$ cat src/design/border_clipped_median_filter_defines.svh
// assertion macros for the border clipped median filter
// used by the controller; no other dependencies
`ifndef BORDER_CLIPPED_MEDIAN_FILTER_DEFINES_SVH
`define BORDER_CLIPPED_MEDIAN_FILTER_DEFINES_SVH
`ifndef SYNTHESIS
// same-cycle implication
`define BCMF_ASSERT_IMP(lbl, clk, rst, ante, cons) \
   lbl: assert property (@(posedge clk) disable iff (rst) (ante) |-> (cons)) \
      else $error("bcmf assertion failed");
// next-cycle implication
`define BCMF_ASSERT_NXT(lbl, clk, rst, ante, cons) \
   lbl: assert property (@(posedge clk) disable iff (rst) (ante) |=> (cons)) \
      else $error("bcmf assertion failed");
`else
`define BCMF_ASSERT_IMP(lbl, clk, rst, ante, cons)
`define BCMF_ASSERT_NXT(lbl, clk, rst, ante, cons)
`endif
`endif

$ cat src/design/bcmf_pkg.sv
// shared types and constants of the border clipped median filter
// no dependencies
`default_nettype none
package bcmf_pkg;

   // parameter defaults
   localparam int MAX_WIDTH_DEF    = 1024;
   localparam int MAX_RADIUS_DEF   = 2;
   localparam int MAX_CHANNELS_DEF = 3;

   // fixed field widths
   localparam int SAMPLE_W  = 8;
   localparam int ROW_W     = 12;
   localparam int OUT_COL_W = 10;
   localparam int CHAN_W    = 2;
   localparam int CFG_W_W   = 11;
   localparam int CFG_H_W   = 13;
   localparam int CFG_C_W   = 2;
   localparam int CFG_R_W   = 2;
   localparam int MAX_HEIGHT = 4096;
   localparam int CSR_ADDR_W = 4;
   localparam int CSR_DATA_W = 32;

   // register indexes
   typedef enum logic [1:0] {
      REG_WIDTH    = 2'd0,
      REG_HEIGHT   = 2'd1,
      REG_CHANNELS = 2'd2,
      REG_RADIUS   = 2'd3
   } reg_index_type;

   // controller states
   typedef enum logic [2:0] {
      ST_IDLE,
      ST_WINIT,
      ST_READ,
      ST_INSERT,
      ST_EMIT
   } state_type;

   // commands to the datapath
   typedef struct packed {
      logic accept;
      logic win_init;
      logic rd;
      logic ins;
      logic next_out;
   } cmd_type;

   // status from the datapath
   typedef struct packed {
      logic has_out;
      logic rd_last;
      logic out_last;
   } status_type;

endpackage
`default_nettype wire

$ cat src/design/bcmf_ctrl.sv
// controller state machine of the median filter
// depends on bcmf_pkg and the defines header
`default_nettype none
`include "border_clipped_median_filter_defines.svh"
module bcmf_ctrl (
   input  wire logic                 clock,
   input  wire logic                 reset,
   input  wire logic                 req_valid,
   output logic                      req_ready,
   output logic                      rsp_valid,
   input  wire logic                 rsp_ready,
   input  wire bcmf_pkg::status_type status,
   output bcmf_pkg::cmd_type         cmd
);
   bcmf_pkg::state_type state_ff, state_in;
   logic in_idle, in_read, in_insert, in_emit;

   // state register
   always_ff @(posedge clock) begin
      if (reset) begin
         state_ff <= bcmf_pkg::ST_IDLE;
      end else begin
         state_ff <= state_in;
      end
   end

   // next state and commands
   always_comb begin
      state_in  = state_ff;
      cmd       = '0;
      req_ready = 1'b0;
      rsp_valid = 1'b0;
      case (state_ff)
         bcmf_pkg::ST_IDLE: begin
            req_ready = 1'b1;
            if (req_valid) begin
               cmd.accept = 1'b1;
               if (status.has_out) begin
                  state_in = bcmf_pkg::ST_WINIT;
               end
            end
         end
         bcmf_pkg::ST_WINIT: begin
            cmd.win_init = 1'b1;
            state_in     = bcmf_pkg::ST_READ;
         end
         bcmf_pkg::ST_READ: begin
            cmd.rd   = 1'b1;
            state_in = bcmf_pkg::ST_INSERT;
         end
         bcmf_pkg::ST_INSERT: begin
            cmd.ins  = 1'b1;
            state_in = status.rd_last ? bcmf_pkg::ST_EMIT : bcmf_pkg::ST_READ;
         end
         bcmf_pkg::ST_EMIT: begin
            rsp_valid = 1'b1;
            if (rsp_ready) begin
               if (status.out_last) begin
                  state_in = bcmf_pkg::ST_IDLE;
               end else begin
                  cmd.next_out = 1'b1;
                  state_in     = bcmf_pkg::ST_WINIT;
               end
            end
         end
         default: begin
            state_in = bcmf_pkg::ST_IDLE;
         end
      endcase
   end

   // state decodes for the checks
   assign in_idle   = (state_ff == bcmf_pkg::ST_IDLE);
   assign in_read   = (state_ff == bcmf_pkg::ST_READ);
   assign in_insert = (state_ff == bcmf_pkg::ST_INSERT);
   assign in_emit   = (state_ff == bcmf_pkg::ST_EMIT);

   // a sample without results leaves the controller idle
   `BCMF_ASSERT_NXT(a_no_out_idle, clock, reset, in_idle && req_valid && !status.has_out, in_idle)
   // every read is followed by its insert
   `BCMF_ASSERT_NXT(a_read_insert, clock, reset, in_read, in_insert)
   // a stalled result stays offered
   `BCMF_ASSERT_NXT(a_emit_hold, clock, reset, in_emit && !rsp_ready, in_emit)
endmodule
`default_nettype wire

$ cat config.mk
export PLATFORM = sky130hd
export DESIGN_NAME = bcmf_ctrl
export DESIGN_NICKNAME = d
export VERILOG_FILES = /design/src/design/bcmf_pkg.sv /design/src/design/bcmf_ctrl.sv
export VERILOG_INCLUDE_DIRS = /design/src /design/src/design
export SDC_FILE = /design/constraint.sdc
export NUM_CORES = 1
export LEC_CHECK = 0
export ABC_AREA = 1
export CAP_MARGIN = 10
export CORE_AREA = 2 2 39 41
export CTS_CLUSTER_SIZE = 14
export DETAILED_ROUTE_END_ITERATION = 10
export DIE_AREA = 0 0 41 43
export DONT_BUFFER_PORTS = 1
export PLACE_DENSITY_LB_ADDON = 0.12
export SKIP_CTS_REPAIR_TIMING = 1
export SLEW_MARGIN = 20
export SYNTH_ARGS = -nofsm -noshare
export SYNTH_HDL_FRONTEND = slang
export SYNTH_SLANG_ARGS = --single-unit
$ cat constraint.sdc
create_clock -name clock -period 2.6 [get_ports clock]
set_clock_uncertainty 0.05 [all_clocks]
set_input_delay 0 -clock clock [delete_from_list [all_inputs] [get_ports clock]]
set_output_delay 0 -clock clock [all_outputs]
set_load 0.03 [all_outputs]
==> impl_metrics.py <==
metrics = {
    "critical_path": {
        "crit_buf_inv": 0,
        "path_depth": 3,
        "critPathCaptureType": "primary output",
        "critical_path_peak_fanout": 5,
        "critPathLaunchType": "flop",
        "critPathSlowestCell": "nor3_1",
        "critical_path.cell_chain": "nor2_4 > nand2_1 > nor3_1",
        "ff2ff_path_depth": 4,
        "data_arrival_critical_path_ps": 1510,
        "critical-path-max-stage-delay_ps": 690,
        "cpLargestDelayFamily": "simple AND/OR/NAND/NOR gates",
        "cp_data_required_time_ps": 2550,
        "worstSetupPathType": "reg2out",
    },
    "sta": {
        "finalHoldViolations": 1,
        "period_share_pct": 60.0,
        "setup-violations-final": 0,
        "period_minus_slack_ps": 1560,
        "worst_slew_pin_slew_ps": 923,
        "final_sum_of_negative_setup_slack_ps": 0,
        "max_freq_mhz": 641,
        "finalMaxSlewViolations": 0,
        "rsz0062_at_grt": "no",
        "fin_hold_ws_ps": -7.83,
        "max-slew-margin-rel_pct": 38.0,
    },
    "route": {
        "postRouteAntennaNets": 0,
        "dr.first_iter.drc_count": 0,
        "wire_per_inst_um": 8.98,
        "drt-total-wl_um": 494,
        "drt_first_pass_iters": 1,
        "num_vias": 215,
        "post_route_drc": 0,
        "vias_per_cell": 3.91,
    },
    "synth": {
        "synth_fp_nets": 39,
        "yosys_warnings": 0,
        "yosys_register_bits": 3,
        "post_synth_inst_count": 32,
        "yosys.cell_types.count": 10,
        "synth.avg_cell_area_um2": 5.98,
        "synth.yosys.seq_area_share_pct": 31.4,
        "synth_area_um2": 191,
    },
    "final_layout": {
        "most_common_cell_after_layout_fill_and_taps_aside": "inv_1",
        "area_growth_syn_to_layout_pct": 39.9,
        "largest_register": "state_ff",
        "most-common-layout-cells": "inv_1 (8), nand2_1 (6), nor3_1 (4), nand3_1 (4)",
        "area_used_by_multi_input_combinational_logic_um2": 101,
        "ant_diodes": 0,
        "fin_cells": 55,
        "drive_gt1_share_pct": 10.3,
        "fill_cells": 167,
        "final-seq-area_um2": 60.1,
        "nets": 47,
        "registers_with_the_most_flip_flops": "state_ff x3",
        "number_of_flip_flops_under_the_largest_register_name": 3,
    },
    "global_routing": {
        "vias_in_the_first_global_route": 200,
        "grt_antenna_before_repair": 0,
        "total_grt_usage_pct": 6.61,
        "gr-total-overflow": 0,
        "grt_pass1_wl_um": 745,
        "pin_count_of_the_biggest_net_entering_global_routing": 7,
    },
    "flow_run": {
        "cap_violations": 0,
    },
    "floorplan": {
        "ios": 14,
        "die-area_um2": 1760,
        "start_util_pct": 13.8,
        "std_cell_rows": 14,
        "chipHeight_um": 43,
        "standard_cell_core_area_um2": 1380,
        "die_x_extent_um": 41,
    },
    "cts": {
        "clock_sink_count": 3,
        "clock_tree.htree_level_count": 1,
        "cts_buffers": 3,
        "ctsLongestPathBuffers": 2,
        "clkTransAtPathRegs_ps": 30,
        "tritoncts_clock_tree": "built",
        "clkLatencyLatePin_ps": 230,
        "cts_root_buffer": "clkbuf_4",
    },
    "place": {
        "dpl.cell_count": 48,
        "detailed_place_hpwl_um": 401,
        "global_placement_routability_congestion": 0.584,
        "io_buffers": 0,
    },
    "pwr": {
        "power_density_nw_per_um2": 754,
        "vdd_drop_max_mv": 0.204,
        "leakage_power_of_the_design_nw": 0.132,
        "design_power_total_w": 0.000202,
    },
    "worst_hold_path": {
        "hold_class": "in2reg",
        "hold_depth": 5,
    },
    "status": {
        "run_status": "finished with violations",
        "violations": "negative hold slack",
    },
}
-- worst paths after layout --
path / startpoint / endpoint / slack (ps)
setup / recovery: state_ff[0]$_SDFFE_PP0P_ / cmd[0] / 1040
hold / removal: status[0] / state_ff[0]$_SDFFE_PP0P_ / -8
setup reg to reg: state_ff[0]$_SDFFE_PP0P_ / state_ff[2]$_SDFFE_PP0P_ / 1190
hold reg to reg: state_ff[2]$_SDFFE_PP0P_ / state_ff[1]$_SDFFE_PP0P_ / 510
-- worst reg2reg max path: cells and delay by family (launching register included) --
| kind | cells | cell delay (ps) |
|---|---|---|
| AO/OA/AOI/OAI | 1 | 130 |
| flip-flops | 1 | 350 |
| AND/OR/NAND/NOR | 2 | 270 |
| buffers and inverters | 1 | 550 |
-- cells by family after synthesis --
logic type	Yosys count	share of synthesized area (%)
simple gates	19	47.7
compound gates	2	5.22
buf+inv	8	15.7
flops	3	31.4
-- synthesized netlist by cell type --
cell type  number  area (µm²)
a21oi_1         1        5.00
dfxtp_1         3        60.1
inv_1           8        30.0
nand2_1         6        22.5
nand3_1         4        20.0
nand4_1         1        6.26
nor2_1          3        11.3
nor2_4          1        11.3
nor3_1          4        20.0
o21ai_0         1        5.00
-- layout make-up --
class / instances / area share [%]
Clock buffer: 4 / 9.81
Sequential cell: 3 / 22.4
Timing Repair Buffer: 3 / 11.2
Multi-Input combinational cell: 21 / 37.9
Tap cell: 16 / 7.48
Inverter: 8 / 11.2
-- routing by layer --
| layer | routed length (µm) | up-vias | track usage (%) | share of wire (%) |
|---|---|---|---|---|
| met3 | 44 | 0 | 5.76 | 8.9 |
| met1 | 236 | 91 | 6.39 | 48 |
| li1 | - | 114 | - | - |
| met5 | 0 | - | 0 | 0 |
| met2 | 213 | 10 | 9.06 | 43 |
| met4 | 0 | 0 | 4.00 | 0 |
-- stage by stage --
step	utilization [%]	setup slack, ps	area (µm²)
2_1_floorplan	-	1340	191
5_1_grt	19.3	887	268
6_report	19.3	1040	268
3_3_place_gp	15.3	1260	211
3_5_place_dp	15.3	1270	211
4_1_cts	17.2	1020	238
-- power breakdown --
group | switching [W] | internal [W]
Clock | 0.0000215 | 0.0000573
Sequential | 0.00000919 | 0.0000515
Combinational | 0.0000467 | 0.0000156
Total | 0.0000774 | 0.000124
Note: power is estimated with default switching activity, not from simulation.
